`src/rtl/fds_pkg.sv`:
```
package fds_pkg;

    localparam int FLOAT_W    = 32;
    localparam int EXP_W      = 8;
    localparam int CHAR_W     = 8;
    localparam int STATUS_W   = 2;
    localparam int CFG_W      = 3;
    localparam int FRAC_W     = 24;
    localparam int PROD_W     = FRAC_W + 4;
    localparam int CNT_W      = 5;
    localparam int IDX_W      = 3;
    localparam int INT_DIGITS = 10;
    localparam int BCD_W      = 4 * INT_DIGITS;
    localparam int DIGIT_CNT_W = 4;

    localparam int EXP_BIAS      = 127;
    localparam int MANT_BITS     = 23;
    localparam int EXP_TOO_LARGE = 31;
    localparam int DIGITS_CAP    = 7;

    localparam logic [CFG_W-1:0] FRAC_DIGITS_RESET = CFG_W'(DIGITS_CAP);

    localparam logic [EXP_W-1:0] EXP_LARGE_LIMIT = EXP_W'(EXP_BIAS + EXP_TOO_LARGE);
    localparam logic [EXP_W-1:0] EXP_SMALL_LIMIT = EXP_W'(EXP_BIAS - MANT_BITS);
    localparam logic [EXP_W-1:0] EXP_POINT       = EXP_W'(EXP_BIAS - 1);

    localparam logic [STATUS_W-1:0] STATUS_OK        = 2'd0;
    localparam logic [STATUS_W-1:0] STATUS_TOO_LARGE = 2'd1;
    localparam logic [STATUS_W-1:0] STATUS_TOO_SMALL = 2'd2;

    localparam logic [CHAR_W-1:0] CHAR_ZERO  = 8'h30;
    localparam logic [CHAR_W-1:0] CHAR_DOT   = 8'h2E;
    localparam logic [CHAR_W-1:0] CHAR_MINUS = 8'h2D;
    localparam logic [CHAR_W-1:0] CHAR_NONE  = 8'h00;

    // command to the alignment / binary-to-bcd unit
    typedef struct packed {
        logic              start;
        logic              shift_digit;
        logic              left;
        logic [CNT_W-1:0]  cnt;
        logic [FRAC_W-1:0] mant;
    } fds_split_cmd_t;

    typedef struct packed {
        logic              busy;
        logic [3:0]        top_digit;
        logic [FRAC_W-1:0] fpart;
    } fds_split_sts_t;

    typedef struct packed {
        logic              start;
        logic [FRAC_W-1:0] fpart;
        logic [IDX_W-1:0]  maxd;
    } fds_frac_cmd_t;

    typedef struct packed {
        logic             busy;
        logic [IDX_W-1:0] nf;
    } fds_frac_sts_t;

    // one double-dabble step: add 3 to digits of 5 or more, then shift in a bit
    function automatic logic [BCD_W-1:0] bcd_step(input logic [BCD_W-1:0] b,
                                                  input logic bit_in);
        logic [BCD_W-1:0] r;
        logic [3:0]       d;
        for (int i = 0; i < INT_DIGITS; i++) begin
            d = b[4*i +: 4];
            if (d >= 4'd5) begin
                d = d + 4'd3;
            end
            r[4*i +: 4] = d;
        end
        return {r[BCD_W-2:0], bit_in};
    endfunction

endpackage

```
`src/rtl/fds_float_if.sv`:
```
interface fds_float_if;
    import fds_pkg::*;

    logic               valid;
    logic               ready;
    logic [FLOAT_W-1:0] float_bits;

    modport source (output valid, output float_bits, input ready);
    modport sink (input valid, input float_bits, output ready);
endinterface

```
`src/rtl/fds_char_if.sv`:
```
interface fds_char_if;
    import fds_pkg::*;

    logic                valid;
    logic                ready;
    logic [CHAR_W-1:0]   text_char;
    logic [STATUS_W-1:0] status;
    logic                last;

    modport source (output valid, output text_char, output status, output last, input ready);
    modport sink (input valid, input text_char, input status, input last, output ready);
endinterface

```
`src/rtl/fds_cfg_if.sv`:
```
interface fds_cfg_if;
    import fds_pkg::*;

    logic             valid;
    logic             ready;
    logic [CFG_W-1:0] frac_digits;

    modport source (output valid, output frac_digits, input ready);
    modport sink (input valid, input frac_digits, output ready);
endinterface

```
`src/rtl/float_to_decimal_string.sv`:
```
// channel    dir  payload                        transfer when
// float_in   in   float_bits[31:0]               valid & ready
// text_out   out  text_char[7:0] status[1:0] last valid & ready
// cfg        in   frac_digits[2:0]               valid & ready (always ready)
//
// an item is taken, then its mantissa is aligned by a shift of n bits (exponent + 1,
// or -exponent - 1) in the serial alignment and bcd shift register; then the
// fraction digits are made while the skipped leading integer zeros are dropped,
// and the sign, integer digits, dot and fraction digits are sent out
// an error sends a single status character; reset clears control state and loads frac_digits 7
// a stall on text_out holds the current character; the next input is taken
// as soon as the last character sits in the output register
module float_to_decimal_string (
    input  logic        clk,
    input  logic        rst_n,
    fds_cfg_if.sink     cfg,
    fds_float_if.sink   float_in,
    fds_char_if.source  text_out
);
    import fds_pkg::*;

    typedef enum logic [7:0] {
        ST_IDLE = 8'b0000_0001,
        ST_ERR  = 8'b0000_0010,
        ST_CONV = 8'b0000_0100,
        ST_PREP = 8'b0000_1000,
        ST_SIGN = 8'b0001_0000,
        ST_INT  = 8'b0010_0000,
        ST_DOT  = 8'b0100_0000,
        ST_FRAC = 8'b1000_0000
    } state_t;

    state_t              state_reg, state_next;
    logic [CFG_W-1:0]    frac_digits_reg;
    logic                neg_reg, neg_next;
    logic [STATUS_W-1:0] err_reg, err_next;
    logic [DIGIT_CNT_W-1:0] int_left_reg, int_left_next;
    logic [IDX_W-1:0]    frac_idx_reg, frac_idx_next;

    logic                out_valid_reg;
    logic [CHAR_W-1:0]   text_char_reg;
    logic [STATUS_W-1:0] status_reg;
    logic                last_reg;

    fds_split_cmd_t split_cmd;
    fds_split_sts_t split_sts;
    fds_frac_cmd_t  frac_cmd;
    fds_frac_sts_t  frac_sts;
    logic [3:0]     frac_digit;

    logic                in_xfer;
    logic                adv;
    logic                emit;
    logic [CHAR_W-1:0]   emit_char;
    logic [STATUS_W-1:0] emit_status;
    logic                emit_last;
    logic [EXP_W-1:0]    exp_field;
    logic                is_zero;
    logic                skip;

    // configuration register, always ready
    assign cfg.ready = 1'b1;

    always_ff @(posedge clk or negedge rst_n) begin
        if (!rst_n) begin
            frac_digits_reg <= FRAC_DIGITS_RESET;
        end
        else if (cfg.valid) begin
            frac_digits_reg <= cfg.frac_digits;
        end
    end

    assign float_in.ready = (state_reg == ST_IDLE);
    assign in_xfer        = float_in.valid && float_in.ready;
    assign exp_field      = float_in.float_bits[FLOAT_W-2 -: EXP_W];
    assign is_zero        = (float_in.float_bits[FLOAT_W-2:0] == '0);

    // output slot can take a character this cycle
    assign adv = !out_valid_reg || text_out.ready;

    // leading zero integer digits are dropped, keeping at least one
    assign skip = (int_left_reg > DIGIT_CNT_W'(1)) && (split_sts.top_digit == 4'd0);

    fds_split u_split (
        .clk   (clk),
        .rst_n (rst_n),
        .cmd   (split_cmd),
        .sts   (split_sts)
    );

    fds_frac u_frac (
        .clk      (clk),
        .rst_n    (rst_n),
        .cmd      (frac_cmd),
        .rd_idx   (frac_idx_reg),
        .sts      (frac_sts),
        .rd_digit (frac_digit)
    );

    always_comb begin
        state_next    = state_reg;
        neg_next      = neg_reg;
        err_next      = err_reg;
        int_left_next = int_left_reg;
        frac_idx_next = frac_idx_reg;

        split_cmd.start       = 1'b0;
        split_cmd.shift_digit = 1'b0;
        split_cmd.left        = 1'b1;
        split_cmd.cnt         = CNT_W'(1);
        split_cmd.mant        = {1'b1, float_in.float_bits[MANT_BITS-1:0]};

        frac_cmd.start = 1'b0;
        frac_cmd.fpart = split_sts.fpart;
        // a count of zero behaves as one
        frac_cmd.maxd  = (frac_digits_reg == '0) ? IDX_W'(1) : frac_digits_reg;

        emit        = 1'b0;
        emit_char   = CHAR_NONE;
        emit_status = STATUS_OK;
        emit_last   = 1'b0;

        unique case (state_reg)
            ST_IDLE: begin
                if (in_xfer) begin
                    neg_next      = float_in.float_bits[FLOAT_W-1];
                    int_left_next = DIGIT_CNT_W'(INT_DIGITS);
                    if (is_zero) begin
                        // zero of either sign runs as unsigned 0 through the datapath
                        neg_next        = 1'b0;
                        split_cmd.start = 1'b1;
                        split_cmd.mant  = '0;
                        state_next      = ST_CONV;
                    end
                    else if (exp_field >= EXP_LARGE_LIMIT) begin
                        err_next   = STATUS_TOO_LARGE;
                        state_next = ST_ERR;
                    end
                    else if (exp_field < EXP_SMALL_LIMIT) begin
                        err_next   = STATUS_TOO_SMALL;
                        state_next = ST_ERR;
                    end
                    else begin
                        split_cmd.start = 1'b1;
                        if (exp_field > EXP_POINT) begin
                            split_cmd.left = 1'b1;
                            split_cmd.cnt  = CNT_W'(exp_field - EXP_POINT);
                        end
                        else begin
                            split_cmd.left = 1'b0;
                            split_cmd.cnt  = CNT_W'(EXP_POINT - exp_field);
                        end
                        state_next = ST_CONV;
                    end
                end
            end
            ST_ERR: begin
                if (adv) begin
                    emit        = 1'b1;
                    emit_status = err_reg;
                    emit_last   = 1'b1;
                    state_next  = ST_IDLE;
                end
            end
            ST_CONV: begin
                if (!split_sts.busy) begin
                    frac_cmd.start = 1'b1;
                    state_next     = ST_PREP;
                end
            end
            ST_PREP: begin
                // fraction digits and leading zero skip run side by side
                if (skip) begin
                    split_cmd.shift_digit = 1'b1;
                    int_left_next         = int_left_reg - 1'b1;
                end
                else if (!frac_sts.busy) begin
                    state_next = neg_reg ? ST_SIGN : ST_INT;
                end
            end
            ST_SIGN: begin
                if (adv) begin
                    emit       = 1'b1;
                    emit_char  = CHAR_MINUS;
                    state_next = ST_INT;
                end
            end
            ST_INT: begin
                if (adv) begin
                    emit                  = 1'b1;
                    emit_char             = CHAR_ZERO + CHAR_W'(split_sts.top_digit);
                    split_cmd.shift_digit = 1'b1;
                    int_left_next         = int_left_reg - 1'b1;
                    if (int_left_reg == DIGIT_CNT_W'(1)) begin
                        state_next = ST_DOT;
                    end
                end
            end
            ST_DOT: begin
                if (adv) begin
                    emit          = 1'b1;
                    emit_char     = CHAR_DOT;
                    frac_idx_next = '0;
                    state_next    = ST_FRAC;
                end
            end
            ST_FRAC: begin
                if (adv) begin
                    emit      = 1'b1;
                    emit_char = CHAR_ZERO + CHAR_W'(frac_digit);
                    emit_last = (IDX_W'(frac_idx_reg + 1'b1) == frac_sts.nf);
                    if (emit_last) begin
                        state_next = ST_IDLE;
                    end
                    else begin
                        frac_idx_next = frac_idx_reg + 1'b1;
                    end
                end
            end
            default: begin
                state_next = ST_IDLE;
            end
        endcase
    end

    always_ff @(posedge clk or negedge rst_n) begin
        if (!rst_n) begin
            state_reg     <= ST_IDLE;
            out_valid_reg <= 1'b0;
            int_left_reg  <= '0;
            frac_idx_reg  <= '0;
        end
        else begin
            state_reg    <= state_next;
            int_left_reg <= int_left_next;
            frac_idx_reg <= frac_idx_next;
            if (emit) begin
                out_valid_reg <= 1'b1;
            end
            else if (text_out.ready) begin
                out_valid_reg <= 1'b0;
            end
        end
    end

    // payload registers
    always_ff @(posedge clk) begin
        neg_reg <= neg_next;
        err_reg <= err_next;
        if (emit) begin
            text_char_reg <= emit_char;
            status_reg    <= emit_status;
            last_reg      <= emit_last;
        end
    end

    assign text_out.valid     = out_valid_reg;
    assign text_out.text_char = text_char_reg;
    assign text_out.status    = status_reg;
    assign text_out.last      = last_reg;

    // a fraction digit read stays inside the kept digits
    a_frac_idx: assert property (@(posedge clk) disable iff (!rst_n)
        (state_reg == ST_FRAC) |-> (frac_idx_reg < frac_sts.nf))
        else $error("fraction index beyond kept digit count");

    // integer emission never runs out of digits
    a_int_left: assert property (@(posedge clk) disable iff (!rst_n)
        (state_reg == ST_INT) |-> (int_left_reg != '0))
        else $error("integer digit count exhausted");

    // conversion is finished before digits are prepared
    a_prep_split: assert property (@(posedge clk) disable iff (!rst_n)
        (state_reg == ST_PREP) |-> !split_sts.busy)
        else $error("bcd converter busy during prep");

    // an accepted item goes to conversion or to an error character
    a_accept: assert property (@(posedge clk) disable iff (!rst_n)
        in_xfer |=> (state_reg == ST_CONV || state_reg == ST_ERR))
        else $error("unexpected state after input transfer");

    // a new character is loaded only into a free or draining slot
    a_no_overwrite: assert property (@(posedge clk) disable iff (!rst_n)
        (out_valid_reg && !text_out.ready) |=> $stable(text_char_reg))
        else $error("stalled character overwritten");

endmodule

```
`src/rtl/fds_split.sv`:
```
module fds_split (
    input  logic                    clk,
    input  logic                    rst_n,
    input  fds_pkg::fds_split_cmd_t cmd,
    output fds_pkg::fds_split_sts_t sts
);
    import fds_pkg::*;

    logic [FRAC_W-1:0] mant_reg;
    logic [BCD_W-1:0]  bcd_reg;
    logic [CNT_W-1:0]  cnt_reg;
    logic              left_reg;
    logic              busy_reg;

    // control
    always_ff @(posedge clk or negedge rst_n) begin
        if (!rst_n) begin
            cnt_reg  <= '0;
            left_reg <= 1'b0;
            busy_reg <= 1'b0;
        end
        else if (cmd.start) begin
            cnt_reg  <= cmd.cnt;
            left_reg <= cmd.left;
            busy_reg <= (cmd.cnt != '0);
        end
        else if (busy_reg) begin
            cnt_reg  <= cnt_reg - 1'b1;
            busy_reg <= (cnt_reg != CNT_W'(1));
        end
    end

    // mantissa shifts one bit a cycle; left shifts feed the bcd converter
    always_ff @(posedge clk) begin
        if (cmd.start) begin
            mant_reg <= cmd.mant;
            bcd_reg  <= '0;
        end
        else if (busy_reg) begin
            if (left_reg) begin
                bcd_reg  <= bcd_step(bcd_reg, mant_reg[FRAC_W-1]);
                mant_reg <= {mant_reg[FRAC_W-2:0], 1'b0};
            end
            else begin
                mant_reg <= {1'b0, mant_reg[FRAC_W-1:1]};
            end
        end
        else if (cmd.shift_digit) begin
            bcd_reg <= {bcd_reg[BCD_W-5:0], 4'b0000};
        end
    end

    assign sts.busy      = busy_reg;
    assign sts.top_digit = bcd_reg[BCD_W-1 -: 4];
    assign sts.fpart     = mant_reg;

endmodule

```
`src/rtl/fds_frac.sv`:
```
module fds_frac (
    input  logic                         clk,
    input  logic                         rst_n,
    input  fds_pkg::fds_frac_cmd_t       cmd,
    input  logic [fds_pkg::IDX_W-1:0]    rd_idx,
    output fds_pkg::fds_frac_sts_t       sts,
    output logic [3:0]                   rd_digit
);
    import fds_pkg::*;

    logic [FRAC_W-1:0] frac_reg;
    logic [3:0]        dig_reg [DIGITS_CAP];
    logic [IDX_W-1:0]  idx_reg;
    logic [IDX_W-1:0]  cnt_reg;
    logic [IDX_W-1:0]  nf_reg;
    logic              busy_reg;
    logic [PROD_W-1:0] prod;

    // times ten as two shifts and an add
    assign prod = ({4'b0000, frac_reg} << 3) + ({4'b0000, frac_reg} << 1);

    always_ff @(posedge clk or negedge rst_n) begin
        if (!rst_n) begin
            idx_reg  <= '0;
            cnt_reg  <= '0;
            nf_reg   <= IDX_W'(1);
            busy_reg <= 1'b0;
        end
        else if (cmd.start) begin
            idx_reg  <= '0;
            cnt_reg  <= cmd.maxd;
            nf_reg   <= IDX_W'(1);
            busy_reg <= (cmd.maxd != '0);
        end
        else if (busy_reg) begin
            if (prod[PROD_W-1 -: 4] != 4'd0) begin
                nf_reg <= idx_reg + 1'b1;
            end
            idx_reg  <= idx_reg + 1'b1;
            cnt_reg  <= cnt_reg - 1'b1;
            busy_reg <= (cnt_reg != IDX_W'(1));
        end
    end

    always_ff @(posedge clk) begin
        if (cmd.start) begin
            frac_reg <= cmd.fpart;
        end
        else if (busy_reg) begin
            frac_reg         <= prod[FRAC_W-1:0];
            dig_reg[idx_reg] <= prod[PROD_W-1 -: 4];
        end
    end

    assign sts.busy = busy_reg;
    assign sts.nf   = nf_reg;
    assign rd_digit = dig_reg[rd_idx];

endmodule
```
`src/flat_wrapper.sv`:
```
// flat-port wrapper written by rule: the top's interface ports become plain ports
module float_to_decimal_string_flat import fds_pkg::*;
  (clk, rst_n, cfg_valid, cfg_frac_digits, cfg_ready, float_in_valid, float_in_float_bits, float_in_ready, text_out_valid, text_out_text_char, text_out_status, text_out_last, text_out_ready);
  fds_cfg_if cfg_i ();
  fds_float_if float_in_i ();
  fds_char_if text_out_i ();
  input  logic clk;
  input  logic rst_n;
  input wire logic [$bits(cfg_i.valid)-1:0] cfg_valid;
  input wire logic [$bits(cfg_i.frac_digits)-1:0] cfg_frac_digits;
  output wire logic [$bits(cfg_i.ready)-1:0] cfg_ready;
  input wire logic [$bits(float_in_i.valid)-1:0] float_in_valid;
  input wire logic [$bits(float_in_i.float_bits)-1:0] float_in_float_bits;
  output wire logic [$bits(float_in_i.ready)-1:0] float_in_ready;
  output wire logic [$bits(text_out_i.valid)-1:0] text_out_valid;
  output wire logic [$bits(text_out_i.text_char)-1:0] text_out_text_char;
  output wire logic [$bits(text_out_i.status)-1:0] text_out_status;
  output wire logic [$bits(text_out_i.last)-1:0] text_out_last;
  input wire logic [$bits(text_out_i.ready)-1:0] text_out_ready;
  assign cfg_i.valid = cfg_valid;
  assign cfg_i.frac_digits = cfg_frac_digits;
  assign cfg_ready = cfg_i.ready;
  assign float_in_i.valid = float_in_valid;
  assign float_in_i.float_bits = float_in_float_bits;
  assign float_in_ready = float_in_i.ready;
  assign text_out_valid = text_out_i.valid;
  assign text_out_text_char = text_out_i.text_char;
  assign text_out_status = text_out_i.status;
  assign text_out_last = text_out_i.last;
  assign text_out_i.ready = text_out_ready;
  float_to_decimal_string u_core (.clk(clk), .rst_n(rst_n), .cfg(cfg_i), .float_in(float_in_i), .text_out(text_out_i));
endmodule
```
`config.mk`:
```
export PLATFORM = sky130hd
export DESIGN_NAME = float_to_decimal_string_flat
export DESIGN_NICKNAME = d
export VERILOG_FILES = /design/src/rtl/fds_pkg.sv /design/src/rtl/fds_float_if.sv /design/src/rtl/fds_char_if.sv /design/src/rtl/fds_cfg_if.sv /design/src/rtl/float_to_decimal_string.sv /design/src/rtl/fds_split.sv /design/src/rtl/fds_frac.sv /design/src/flat_wrapper.sv
export SDC_FILE = /design/constraint.sdc
export NUM_CORES = 1
export LEC_CHECK = 0
export BUFFER_PORTS_ARGS = -buffer_cell sky130_fd_sc_hd__buf_2
export CAP_MARGIN = 20
export CORE_MARGIN = 3
export CORE_UTILIZATION = 40
export CTS_BUF_LIST = sky130_fd_sc_hd__clkbuf_16
export DETAILED_ROUTE_END_ITERATION = 10
export SLEW_MARGIN = 40
export SYNTH_ARGS = -nofsm -noshare
export SYNTH_HDL_FRONTEND = slang
export SYNTH_HIERARCHICAL = 1
export SYNTH_SLANG_ARGS = --single-unit
```
`constraint.sdc`:
```
create_clock -name clk -period 6.85 [get_ports clk]
set_input_delay 0.685 -clock clk [delete_from_list [all_inputs] [get_ports clk]]
set_output_delay 0.685 -clock clk [all_outputs]
set_load 0.01 [all_outputs]
```
# Yosys cells after proc, flatten, opt, wreduce, memory -nomap -nowiden
# Memory sizes are Yosys's and may differ from the RTL's.
# Cells that the tools add are included.
op_classes:
  n_addsub: 20
  order_cmp: 14
  eq_ne: 26
  muxes: 87
  bitwise: 1
  reduce_logical: 27
op_table:
  columns: ["cell", "n"]
  rows:
  - ["24-bit two-way mux", 6]
  - ["40-bit two-way mux", 3]
  - ["8-bit two-way mux", 15]
  - ["8-bit case mux with 8 select lines", 1]
  - ["30-bit two-way mux", 2]
  - ["4-bit two-way mux", 12]
  - ["6-bit two-way mux", 7]
  - ["4-bit by 3-bit greater-or-equal comparator with 1-bit output, second input constant", 10]
  - ["3-bit two-way mux", 13]
  - ["4-bit by 2-bit adder with 4-bit output, second input constant", 9]
  - ["8-bit case mux with 4 select lines", 1]
  - ["31-bit zero test", 1]
  - ["27-bit by 25-bit adder with 28-bit output", 1]
  - ["1-bit two-way mux", 20]
  - ["2-bit by 1-bit inequality test with 1-bit output, second input constant", 8]
  - ["6-bit by 4-bit adder with 7-bit output, first input constant", 2]
  - ["2-bit nonzero test", 7]
  - ["2-bit inequality test, second input constant", 6]
  - ["4-bit case mux with 3 select lines", 1]
  - ["4-bit AND reduction", 3]
  - ["11-bit AND reduction", 1]
  - ["5-bit two-way mux", 2]
  - ["8-bit by 1-bit equality test with 1-bit output, second input constant", 1]
  - ["8-bit by 2-bit equality test with 1-bit output, second input constant", 1]
  - ["35 further kinds", 42]
word_totals:
  register_bits: 138
  ram_bits: 28
  inputBits: 40
  word_cells: 196
  memories: 1
mem_list:
  columns: ["name", "depth", "word_bits", "read_ports", "rd_ports_with_merged_regs", "wr", "line_no", "source"]
  rows:
  - ["u_core.u_frac.dig_reg", 7, 4, 1, 0, 1, "fds_frac.sv:12", "logic [3:0] dig_reg [DIGITS_CAP];"]

# Depth between registers and ports, before layout
# Gate-level depths: netlist of run 1.
depth:
  word_depth: 9
  depth_mapped: 12

# By module
# Netlist of run 1, hierarchy kept.
by_module_without_submodules:
  columns: ["module", "instances", "cells_per_inst", "area_per_inst_um2", "seq_area_each_um2"]
  rows:
  - ["fds_split", 1, 478, 4431.8, 1696.6]
  - ["fds_frac", 1, 348, 3769.9, 1813.0]
  - ["float_to_decimal_string", 1, 242, 2137.0, 840.8]

# Worst setup path before layout of run 1
# OpenSTA, ideal clock, no wires.
synth_timing:
  kind: "reg2reg"
  from: "reg u_core.u_frac.frac_reg[0]"
  to: "reg u_core.u_frac.nf_reg[0]"
  setup_ns: 0.083
  arrival_ns: 2.805
  setup_slack_ns: 3.962
  stages_incl_launch_ff: 11
  path_buffers: 0
  path_cell_list: "edfxtp_1 > ha_1 > fa_1 > a211oi_2 > nor3_1 > o31ai_2 > a2111o_1 > a31oi_1 > mux2_2 > or4_1 > o311a_1"
synth_via:
  elab_chain_cells: 4
synth_lines:
  columns: ["element", "line_no", "source"]
  rows:
  - ["start: declaration", "fds_frac.sv:11", "logic [FRAC_W-1:0] frac_reg;"]
  - ["start signal: assignment", "fds_frac.sv:47", "frac_reg <= cmd.fpart;"]
  - ["start signal: assignment", "fds_frac.sv:50", "frac_reg <= prod[FRAC_W-1:0];"]
  - ["27-bit by 25-bit adder with 28-bit output", "fds_frac.sv:20", "assign prod = ({4'b0000, frac_reg} << 3) + ({4'b0000, frac_reg} << 1);"]
  - ["4-bit nonzero test", "fds_frac.sv:36", "if (prod[PROD_W-1 -: 4] != 4'd0) begin"]
  - ["2-bit nonzero test (no source line)", null, null]
  - ["2-bit AND reduction (no source line)", null, null]
  - ["end signal: assignment", "fds_frac.sv:37", "nf_reg <= idx_reg + 1'b1;"]
  - ["end: declaration", "fds_frac.sv:15", "logic [IDX_W-1:0] nf_reg;"]
# No other way between the ends.
# A chain may end at the register's enable or synchronous reset.

# Final worst setup path of run 1
# Ends and elaborated chain as after synthesis.

==> results.md, run 1 <==
* Num CTS Buffers at 17
* Post-CTS setup buffers at 0
* Chip Height at 167 microns
* FF+latch count, synth at 164
* Synth cell types at 89
* Critical path required time at 7.20 ns
* Layout area overhead at 9.35%
* Pre-Repair DR Iteration Count at 6
* Antenna Cells at 0
* Min Hold Slack at 0.233 ns
* CP endpoint kind: register
* Final setup vio count at 0
* Placed Area at 10700 sq um
* H-Tree Depth at 4
* Core Rows at 58
* CTS sink cnt at 164
* Switching Power at 2.15 mW
* Fin. Hold Viols at 0
* NumNets Final at 1161
* Cells after synthesis at 1068
* Final worst path period need at 3.32 ns
* HPWL after DPL at 15800 microns
* Via count at 7780
* Die X at 167 microns
* DRT iter0 DRCs at 629
* Initial antenna violation count at 1
* Final Max Tran Viols at 0
* Port Buffer Count at 50
* Layout Utilization at 44.6%
* Sw frac at 41.5%
* Ports at 54
* # DRC at 0
* Critical Path AT at 3.67 ns
* Antenna Violating Nets Remaining at 0
* Tcrit/Tclk final at 48.4%
* Layout cell share with drive strength beyond 1 at 15.8%
* P_int at 3.03 mW
* Max Buffers Root-to-Sink at 2
* Post-route cell area at 11300 sq um
* GR Overflow Total at 0
* Leak at 4.40 nW
* Status: complete, no violations
* EDFF count, synth at 88
* Final Non-Filler Cells at 1408
* TNS Setup at 0 ns
* CTS tree: yes
* RSZ-0062 raised after global routing: no
* Post-Syn Area at 10300 sq um
* Top_reg_cell synth: edfxtp_1
* Max reg flops at 40
* Initial core utilization at 40.8%
* Pwr Total at 5.19 mW
* Total Die Area at 27800 sq um
* Hold buffer count at cts at 0
* Skew final at 0.0212 ns
* CORE AREA at 25300 sq um
* GRT Total Usage at 16.3%
* Setup Crit Path Kind: register to register
* Pre-CTS setup slack at 3.49 ns
* Area contributors post-synth: edfxtp_1 26%, dfxtp_1 7.7%, dfrtp_1 7.5%, ha_1 6.7%, o21ai_0 5.1%
* Clock network power share at 18.3%
* Largest area contributor in the netlist: edfxtp_1
* Synth async-reset ratio at 22.0%
* Setup crit start kind: register
* CTS clock-pin slew for the worst setup and hold paths at 0.08 ns
* Comb pwr share at 44.7%
* Dpl cells at 1376
* Register area share after synthesis at 42.1%
* R2R cell count at 10
* Hold Crit Class: primary input to asynchronous set/reset pin
* Slew at the pin with the worst max-slew slack at 0.787 ns
* Global-route wire length before repair at 37700 microns
* Slew margin rel. at 47.5%
* Post-CTS sizing at 0
* Peak VDD IR at 0.171 mV
* Syn. warnings at 6
* Syn_area_per_cell at 9.68 sq um
* Final wirelength at 22200 microns
* Global placement routability congestion at 0.826
* WL/cell at 15.8 microns
* Largest net degree at the start of global routing at 65
* Insertion delay to the later sink of the worst-skew pair at 0.45 ns
* Vias in the first global route at 7389
* Max-Cap Viols at 0
* Root buf cell: clkbuf_16
* Fmax at 302 MHz
* Reg power frac at 37.1%
* PnR worst setup slack at 3.53 ns
* Crit path max fanout at 4
* Vias per cell at 5.53
* PD cells at 459 nW/um^2
* Synth top area share at 25.6%
==> cells in the final DEF, fill, tap and decap left out, types with 22 or more instances in the layout <==
cell / synthesis / final
a21oi_1: 48 / 48
buf_2: 13 / 49
dfrtp_1: 31 / 30
dfxtp_1: 40 / 40
edfxtp_1: 88 / 88
ha_1: 55 / 55
inv_1: 56 / 56
mux2i_1: 33 / 33
nand2_1: 114 / 114
nand2b_1: 32 / 32
nand3_1: 22 / 22
nor2_1: 62 / 60
o21ai_0: 105 / 105
xnor2_1: 23 / 22
==> critical path, cell delays in order (launching register included) <==
cell and delay (ns):
edfxtp_1 0.41, ha_1 0.27, fa_1 0.46, a211oi_2 0.30, nor3_1 0.13, o31ai_2 0.38
a2111o_1 0.24, a31oi_1 0.11, mux2_2 0.33, or4_1 0.47, o311a_1 0.13
==> cells in the mapped netlist, types with 11 or more instances <==
cell type,number
a21oi_1,48
a221oi_2,14
buf_2,13
buf_4,11
clkbuf_1,44
dfrtp_1,31
dfxtp_1,40
edfxtp_1,88
ha_1,55
inv_1,56
mux2_2,21
mux2i_1,33
nand2_1,114
nand2b_1,32
nand3_1,22
nor2_1,62
nor3_1,18
nor4_1,14
o21ai_0,105
xnor2_1,23
xor2_1,13
==> kinds of logic after synthesis <==
logic type | share of synthesized area (%)
XOR/XNOR | 3.27
AO/OA/AOI/OAI | 17.7
other | 0.0726
flip-flops | 42.1
multiplexers | 6.57
AND/OR/NAND/NOR | 17.3
adder cells (fa/ha/maj) | 6.85
buffers and inverters | 6.16
==> power by group through the flow <==
stage	sequential, mW	combinational (mW)	clock (mW)
after floorplan	1.80	1.95	0
after global placement	1.94	2.26	0
after CTS	1.92	2.32	0.975
after detailed placement	1.94	2.30	0
final	1.92	2.32	0.947
after global routing	1.98	2.64	1.02
==> final timing paths <==
kind,start,endpoint,slack [ns]
hold reg to reg,u_core/u_split/bcd_reg[17],u_core/u_split/bcd_reg[17],0.47
hold / removal,rst_n,u_core/int_left_reg[3],0.23
setup / recovery,u_core/u_frac/frac_reg[0],u_core/u_frac/nf_reg[0],3.53
min in group clk,u_core/u_split/bcd_reg[17],u_core/u_split/bcd_reg[17],0.47
max in group asynchronous,rst_n,u_core/u_split/busy_reg,6.22
setup reg to reg,u_core/u_frac/frac_reg[0],u_core/u_frac/nf_reg[0],3.53
==> routing by layer <==
| metal | vias to the layer above | global-route usage (%) | wire length, microns |
|---|---|---|---|
| met2 | 222 | 24.3 | 9660 |
| met4 | 0 | 4.63 | 256 |
| met1 | 3653 | 24.3 | 11300 |
| met5 | - | 0 | 0 |
| li1 | 3888 | - | - |
| met3 | 17 | 2.85 | 1060 |
==> layout make-up <==
| type | instances | area, sq um |
|---|---|---|
| Multi-Input combinational cell | 769 | 5390 |
| Tap cell | 330 | 413 |
| Inverter | 56 | 210 |
| Clock inverter | 15 | 170 |
| Clock buffer | 17 | 425 |
| Timing Repair Buffer | 57 | 345 |
| Sequential cell | 164 | 4350 |
| Fill cell | 2337 | 14000 |
Note: power is estimated with default switching activity, not from simulation.
==> inputs of run 2 (changes only) <==
ABC_AREA = 1   (was default)
clock period = 3.1 ns   (was 6.85 ns; I/O delays follow)
==> run 2 against run 1 <==
Sequential power increased by 120%. Synthesized area increased by 4.8%. Synthesized cell count increased by 34%. Count of clock-buffer cells in the layout unchanged. Worst setup slack got worse by 2.8 ns. Power increased to 2.5 times the previous value. Global-route usage increased by 1.6 points. Non-clock buffer count increased by 7. Critical path depth increased by 1. Combinational power increased to 2.9 times the previous value. Sequential share of layout area decreased by 1.7 points.
==> results.md, run 2 <==
* CP peak stage delay at 0.42 ns (was 0.47 ns)
* Via count at 9111 (was 7780)
* Syn. warnings at 6 (unchanged)
* EDFF count, synth at 88 (unchanged)
* Vias in the first global route at 8553 (was 7389)
* Largest net degree at the start of global routing at 48 (was 65)
* Global-route wire length before repair at 42500 microns (was 37700 microns)
* Critical path required time at 3.28 ns (was 7.20 ns)
* Post-CTS setup buffers at 0 (unchanged)
* Fmax at 424 MHz (was 302 MHz)
* Post-Syn Area at 10800 sq um (was 10300 sq um)
* Top_reg_cell synth: edfxtp_1 (unchanged)
* Max Buffers Root-to-Sink at 2 (unchanged)
* Fin. Hold Viols at 0 (unchanged)
* Initial core utilization at 41.1% (was 40.8%)
* Initial antenna violation count at 0 (was 1)
* Slew margin rel. at 56.8% (was 47.5%)
* CP endpoint kind: register (unchanged)
* GR Overflow Total at 0 (unchanged)
* H-Tree Depth at 4 (unchanged)
* Pre-CTS setup slack at 0.544 ns (was 3.49 ns)
* DRT iter0 DRCs at 675 (was 629)
* Synth cell types at 56 (was 89)
* PnR worst setup slack at 0.741 ns (was 3.53 ns)
* CTS sink cnt at 164 (unchanged)
* CORE AREA at 26400 sq um (was 25300 sq um)
* Port Buffer Count at 50 (unchanged)
* Setup crit start kind: register (unchanged)
* Final worst path period need at 2.36 ns (was 3.32 ns)
* Status: complete, no violations (unchanged)
* CTS tree: yes (unchanged)
* RSZ-0062 raised after global routing: no (unchanged)
* Die X at 171 microns (was 167 microns)
* Worst path slowest cell: edfxtp_1 (was or4_1)
* Num CTS Buffers at 17 (unchanged)
* CP Launch Point: u_core/u_frac/frac_reg[2] (was u_core/u_frac/frac_reg[0])
* Pre-Repair DR Iteration Count at 7 (was 6)
* GRT Total Usage at 17.9% (was 16.3%)
* Largest area contributor in the netlist: edfxtp_1 (unchanged)
* Final wirelength at 25700 microns (was 22200 microns)
* Synth top area share at 24.4% (was 25.6%)
* Hold Crit Class: primary input to register (was primary input to asynchronous set/reset pin)
* R2r endpoint: u_core/u_frac/frac_reg[19] (was u_core/u_frac/nf_reg[0])
* Crit path max fanout at 4 (unchanged)
* FF+latch count, synth at 164 (unchanged)
* Max-Cap Viols at 0 (unchanged)
* CTS clock-pin slew for the worst setup and hold paths at 0.07 ns (was 0.08 ns)
* Cells after synthesis at 1428 (was 1068)
* Final setup vio count at 0 (unchanged)
* Max reg flops at 40 (unchanged)
* Core Rows at 59 (was 58)
* Area contributors post-synth: edfxtp_1 24%, nand2_1 14%, dfxtp_1 7.4%, dfrtp_1 7.2%, inv_1 6.8% (was edfxtp_1 26%, dfxtp_1 7.7%, dfrtp_1 7.5%, ha_1 6.7%, o21ai_0 5.1%)
* WP buf/inv at 0 (unchanged)
* PD cells at 1110 nW/um^2 (was 459 nW/um^2)
* TNS Setup at 0 ns (unchanged)
* HPWL after DPL at 19000 microns (was 15800 microns)
* Chip Height at 171 microns (was 167 microns)
* Vias per cell at 5.09 (was 5.53)
* NumNets Final at 1538 (was 1161)
* Layout cell share with drive strength beyond 1 at 11.9% (was 15.8%)
* Critical Path Stages at 11 (was 10)
* WL/cell at 14.4 microns (was 15.8 microns)
* Syn_area_per_cell at 7.59 sq um (was 9.68 sq um)
* Leak at 5.56 nW (was 4.40 nW)
* Total Die Area at 29100 sq um (was 27800 sq um)
* Commonest non-fill, non-tap cell in the layout: nand2_1 (unchanged)
* Commonest non-fill, non-tap cells in the layout: 402 x nand2_1, 195 x inv_1, 92 x o21ai_0, 90 x nor2_1, 88 x edfxtp_1 (was 114 x nand2_1, 105 x o21ai_0, 88 x edfxtp_1, 60 x nor2_1, 56 x inv_1)
* Cell family with the largest share of critical-path delay: simple AND/OR/NAND/NOR gates (was compound AO/OA/AOI/OAI gates)
* Final Max Tran Viols at 0 (unchanged)
* Most frequent CP cell: nand2_1
* CP Capture Point: u_core/u_frac/frac_reg[19] (was u_core/u_frac/nf_reg[0])
* Critical Path, Cell by Cell: ha_1, fa_1, nand2_1, nand2_1, and2_4, and3_1, nor2_2, o21ai_1, or2_0, nand3_1, nand2_1 (was ha_1, fa_1, a211oi_2, nor3_1, o31ai_2, a2111o_1, a31oi_1, mux2_2, or4_1, o311a_1)
* Ports at 54 (unchanged)
* Min Hold Slack at 0.108 ns (was 0.233 ns)
* Register area share after synthesis at 40.1% (was 42.1%)
* Layout area overhead at 9.17% (was 9.35%)
* Layout Utilization at 44.9% (was 44.6%)
* # DRC at 0 (unchanged)
* Filler Cells Inserted at 2634 (was 2337)
* Post-synth top cells: 402 x nand2_1, 195 x inv_1, 92 x o21ai_0 (was 114 x nand2_1, 105 x o21ai_0, 88 x edfxtp_1)
* Setup Crit Path Kind: register to register (unchanged)
* Insertion delay to the later sink of the worst-skew pair at 0.44 ns (was 0.45 ns)
* Peak VDD IR at 0.387 mV (was 0.171 mV)
* Antenna Violating Nets Remaining at 0 (unchanged)
* Post-CTS sizing at 0 (unchanged)
* Synth async-reset ratio at 22.0% (unchanged)
* Skew final at 0.0171 ns (was 0.0212 ns)
* Global placement routability congestion at 0.878 (was 0.826)
* R2R cell count at 11 (was 10)
* Root buf cell: clkbuf_16 (unchanged)
* Area of the multi-input gates at 5350 sq um (was 5390 sq um)
* Most common cell in the netlist: nand2_1 (unchanged)
* Crit Reg-Reg Startpoint: u_core/u_frac/frac_reg[2] (was u_core/u_frac/frac_reg[0])
* Antenna Cells at 0 (unchanged)
* R2R setup slack at 0.74 ns (was 3.53 ns)
* Tcrit/Tclk final at 76.1% (was 48.4%)
* Slew at the pin with the worst max-slew slack at 0.648 ns (was 0.787 ns)
* Register Area at 4350 sq um (about the same)
* Critical Path AT at 2.54 ns (was 3.67 ns)
==> run 2: logic make-up after synthesis <==
family,synth area share [%]
multiplexers,0.404
other,0.0693
adder cells (fa/ha/maj),6.53
AO/OA/AOI/OAI,12.3
buffers and inverters,10.6
AND/OR/NAND/NOR,28.0
XOR/XNOR,2.02
flip-flops,40.1
==> run 2: final cells by class <==
cell class	count	share of cell area (%)
Sequential cell	164	36.8
Clock inverter	15	1.27
Timing Repair Buffer	64	3.15
Clock buffer	17	3.60
Tap cell	335	3.54
Inverter	202	6.45
Multi-Input combinational cell	993	45.2
==> run 2: worst min-delay path by stage <==
stage	cells after the start	slack, ns	start	to
after floorplan	0	0.01	rst_n	u_core/frac_idx_reg[0]
after global placement	2	0.47	u_core/u_frac/nf_reg[0]	u_core/u_frac/nf_reg[0]
after detailed placement	1	0.33	rst_n	u_core/int_left_reg[0]
after CTS	2	0.09	cfg_valid	u_core/frac_digits_reg[0]
after global routing	2	0.11	cfg_frac_digits[2]	u_core/frac_digits_reg[2]
final	3	0.11	cfg_frac_digits[0]	u_core/frac_digits_reg[0]
==> run 2: worst min-delay path: stages <==
cell,delay [ns]
buf_2,0.08
nand2_1,0.04
o21ai_0,0.07
==> run 2: power by group <==
| group | switching, mW | internal, mW |
|---|---|---|
| Sequential | 0.689 | 3.56 |
| Clock | 0.995 | 1.11 |
| Combinational | 4.34 | 2.40 |
==> run 2: layer usage <==
layer  track usage, %  up-vias  routed length (microns)
li1                 -     4692                        -
met1             25.9     4203                    12900
met2             28.3      189                    11500
met3             2.50       27                     1020
met4             4.55        0                      282
met5                0        -                        0
==> run 2: metrics by stage <==
step / total power [mW] / std cells / cell area (sq um)
4_1_cts: 13.1 / 1790 / 11800
2_1_floorplan: 9.39 / 1429 / 10800
3_5_place_dp: 11.0 / 1757 / 11200
3_3_place_gp: 10.8 / 1757 / 11200
5_1_grt: 14.3 / 1790 / 11800
6_report: 13.1 / 1790 / 11800
==> run 2: repair_timing <==
| action | CTS | global route |
|---|---|---|
| endpoints found under the setup margin | 0 | 0 |
| hold endpoints to repair | 31 | 0 |
| hold buffers | 1 | 0 |
==> inputs of run 3 (changes only) <==
clock period = 2.3 ns   (was 3.1 ns; I/O delays follow)
==> run 3 against run 2 <==
Sequential power is 34% higher. Worst setup slack worse by 0.62 ns. Power is 40% higher. Worst hold slack worse by 0.072 ns. Register-to-register slack worse by 0.62 ns. Clock skew is 0.0035 ns lower. Cell area is 3.4% higher. Count of clock-buffer cells in the layout stayed put. Clock power is 48% higher. Critical path type unchanged. Largest cell class unchanged.
==> results.md, run 3 (synthesized netlist as in run 2, its figures left out) <==
* Antenna Cells at 0 (unchanged)
* Final Max Tran Viols at 0 (unchanged)
* # DRC at 0 (unchanged)
* Placed Area at 11400 sq um (was 11200 sq um)
* Setup crit start kind: register (unchanged)
* WL/cell at 14.2 microns (was 14.4 microns)
* CP Capture Point: u_core/u_frac/frac_reg[19] (unchanged)
* Initial antenna violation count at 0 (unchanged)
* Leak at 5.72 nW (was 5.56 nW)
* Max Buffers Root-to-Sink at 2 (unchanged)
* Worst path slowest cell: edfxtp_1 (unchanged)
* CTS clock-pin slew for the worst setup and hold paths at 0.07 ns (about the same)
* Final setup vio count at 0 (unchanged)
* Worst hold stages at 2 (was 3)
* Fin. Hold Viols at 0 (unchanged)
* Vias in the first global route at 8572 (was 8553)
* Commonest non-fill, non-tap cells in the layout: 396 x nand2_1, 195 x inv_1, 92 x o21ai_0, 88 x nor2_1, 88 x edfxtp_1 (was 402 x nand2_1, 195 x inv_1, 92 x o21ai_0, 90 x nor2_1, 88 x edfxtp_1)
* CTS sink cnt at 164 (unchanged)
* Antenna Violating Nets Remaining at 0 (unchanged)
* Layout area overhead at 12.9% (was 9.17%)
* Post-route cell area at 12200 sq um (was 11800 sq um)
* Slew margin rel. at 63.1% (was 56.8%)
* Ports at 54 (unchanged)
* Global placement routability congestion at 0.882 (was 0.878)
* Most frequent CP cell: nand2_2 (was nand2_1)
* Root buf cell: clkbuf_16 (unchanged)
* Core Rows at 59 (unchanged)
* Global-route wire length before repair at 42300 microns (was 42500 microns)
* Commonest non-fill, non-tap cell in the layout: nand2_1 (unchanged)
* Tcrit/Tclk final at 94.9% (was 76.1%)
* R2R setup slack at 0.12 ns (was 0.74 ns)
* Largest net degree at the start of global routing at 48 (unchanged)
* Peak VDD IR at 0.566 mV (was 0.387 mV)
* Critical Path Stages at 11 (unchanged)
* Status: complete, no violations (unchanged)
* Critical Path AT at 2.36 ns (was 2.54 ns)
* Chip Height at 171 microns (unchanged)
* Max-Cap Viols at 0 (unchanged)
* Layout cell share with drive strength beyond 1 at 14.3% (was 11.9%)
* R2r endpoint: u_core/u_frac/frac_reg[19] (unchanged)
* Pre-Repair DR Iteration Count at 5 (was 7)
* Final wirelength at 25800 microns (was 25700 microns)
* Vias per cell at 5.11 (was 5.09)
* Num CTS Buffers at 17 (unchanged)
* Critical path required time at 2.48 ns (was 3.28 ns)
* Skew final at 0.0135 ns (was 0.0171 ns)
* CP endpoint kind: register (unchanged)
* Slew at the pin with the worst max-slew slack at 0.553 ns (was 0.648 ns)
* Total Die Area at 29100 sq um (unchanged)
* Cell family with the largest share of critical-path delay: simple AND/OR/NAND/NOR gates (unchanged)
* CTS tree: yes (unchanged)
* Via count at 9267 (was 9111)
* R2R cell count at 11 (unchanged)
* Critical Path, Cell by Cell: ha_2, fa_2, nand2_2, nand2_2, and2_4, and3_4, nor2_4, o21ai_2, or2_0, nand3_1, nand2_1 (was ha_1, fa_1, nand2_1, nand2_1, and2_4, and3_1, nor2_2, o21ai_1, or2_0, nand3_1, nand2_1)
* NumNets Final at 1562 (was 1538)
* Die X at 171 microns (unchanged)
* HPWL after DPL at 19000 microns (about the same)
* Pwr Total at 18.4 mW (was 13.1 mW)
* Initial core utilization at 41.1% (unchanged)
* Insertion delay to the later sink of the worst-skew pair at 0.43 ns (was 0.44 ns)
* CP peak stage delay at 0.41 ns (was 0.42 ns)
* Hold Crit Class: primary input to register (unchanged)
* WP buf/inv at 0 (unchanged)
* Max reg flops at 40 (unchanged)
* Crit path max fanout at 4 (unchanged)
* Crit Reg-Reg Startpoint: u_core/u_frac/frac_reg[2] (unchanged)
* CORE AREA at 26400 sq um (unchanged)
* PD cells at 1500 nW/um^2 (was 1110 nW/um^2)
* DRT iter0 DRCs at 619 (was 675)
* H-Tree Depth at 4 (unchanged)
* GRT Total Usage at 17.9% (about the same)
* CP Launch Point: u_core/u_frac/frac_reg[2] (unchanged)
* RSZ-0062 raised after global routing: yes (was no)
* Final worst path period need at 2.18 ns (was 2.36 ns)
* GR Overflow Total at 0 (unchanged)
* Fmax at 458 MHz (was 424 MHz)
* Port Buffer Count at 50 (unchanged)
* Filler Cells Inserted at 2549 (was 2634)
* Setup Crit Path Kind: register to register (unchanged)
[run 3: worst min path at each step]
| stage | start | endpoint | slack [ns] |
|---|---|---|---|
| finish | cfg_frac_digits[2] | u_core/frac_digits_reg[2] | 0.04 |
| CTS | cfg_frac_digits[2] | u_core/frac_digits_reg[2] | 0.02 |
| detailed placement | rst_n | u_core/u_split/cnt_reg[3] | 0.25 |
| global placement | rst_n | u_core/u_split/cnt_reg[4] | 0.42 |
| global route | cfg_frac_digits[2] | u_core/frac_digits_reg[2] | 0.03 |
| floorplan | rst_n | u_core/frac_idx_reg[0] | -0.07 |
[run 3: stage by stage]
step | TNS (ns) | setup slack [ns] | hold slack (ns) | utilization, % | cells
CTS | 0 | 0.0391 | 0.0207 | 45.9 | 1809
finish | 0 | 0.118 | 0.0361 | 46.4 | 1814
floorplan | 0 | 0.0241 | -0.0656 | - | 1429
global placement | 0 | 0.0831 | 0.421 | 43.3 | 1774
global route | -0.154 | -0.0666 | 0.0323 | 46.4 | 1814
detailed placement | 0 | 0.0496 | 0.255 | 43.3 | 1774
[run 3: timing repair]
| action | 4_1_cts | 5_1_grt |
|---|---|---|
| buffers inserted | 0 | 5 |
| setup endpoints to repair | 0 | 48 |
| resized for setup | 0 | 26 |
| hold buffers | 3 | 0 |
| hold endpoints to repair | 32 | 0 |
[run 3: metal layers]
metal  vias up  share of wire [%]  track usage, %
met5         -                  0               0
met4         0                1.2            5.33
met3        22                3.5            2.36
met2       181                 45            28.1
met1      4316                 50            25.8
li1       4748                  -               -
[run 3: where the power goes]
| part | leakage [nW] | switching, mW | internal [mW] | total (mW) |
|---|---|---|---|---|
| Combinational | 3.80 | 5.94 | 3.60 | 9.54 |
| Sequential | 1.60 | 0.909 | 4.79 | 5.70 |
| Clock | 0.316 | 1.26 | 1.85 | 3.11 |
| Total | 5.72 | 8.10 | 10.2 | 18.4 |
[run 3: layout make-up]
type	instances	area, sq um	area share (%)
inverter	202	767	6.27
timing repair buffer	88	624	5.10
tap	335	419	3.43
clock buffer	17	425	3.48
sequential	164	4350	35.6
clock inverter	15	218	1.78
multi-input combinational	993	5430	44.4
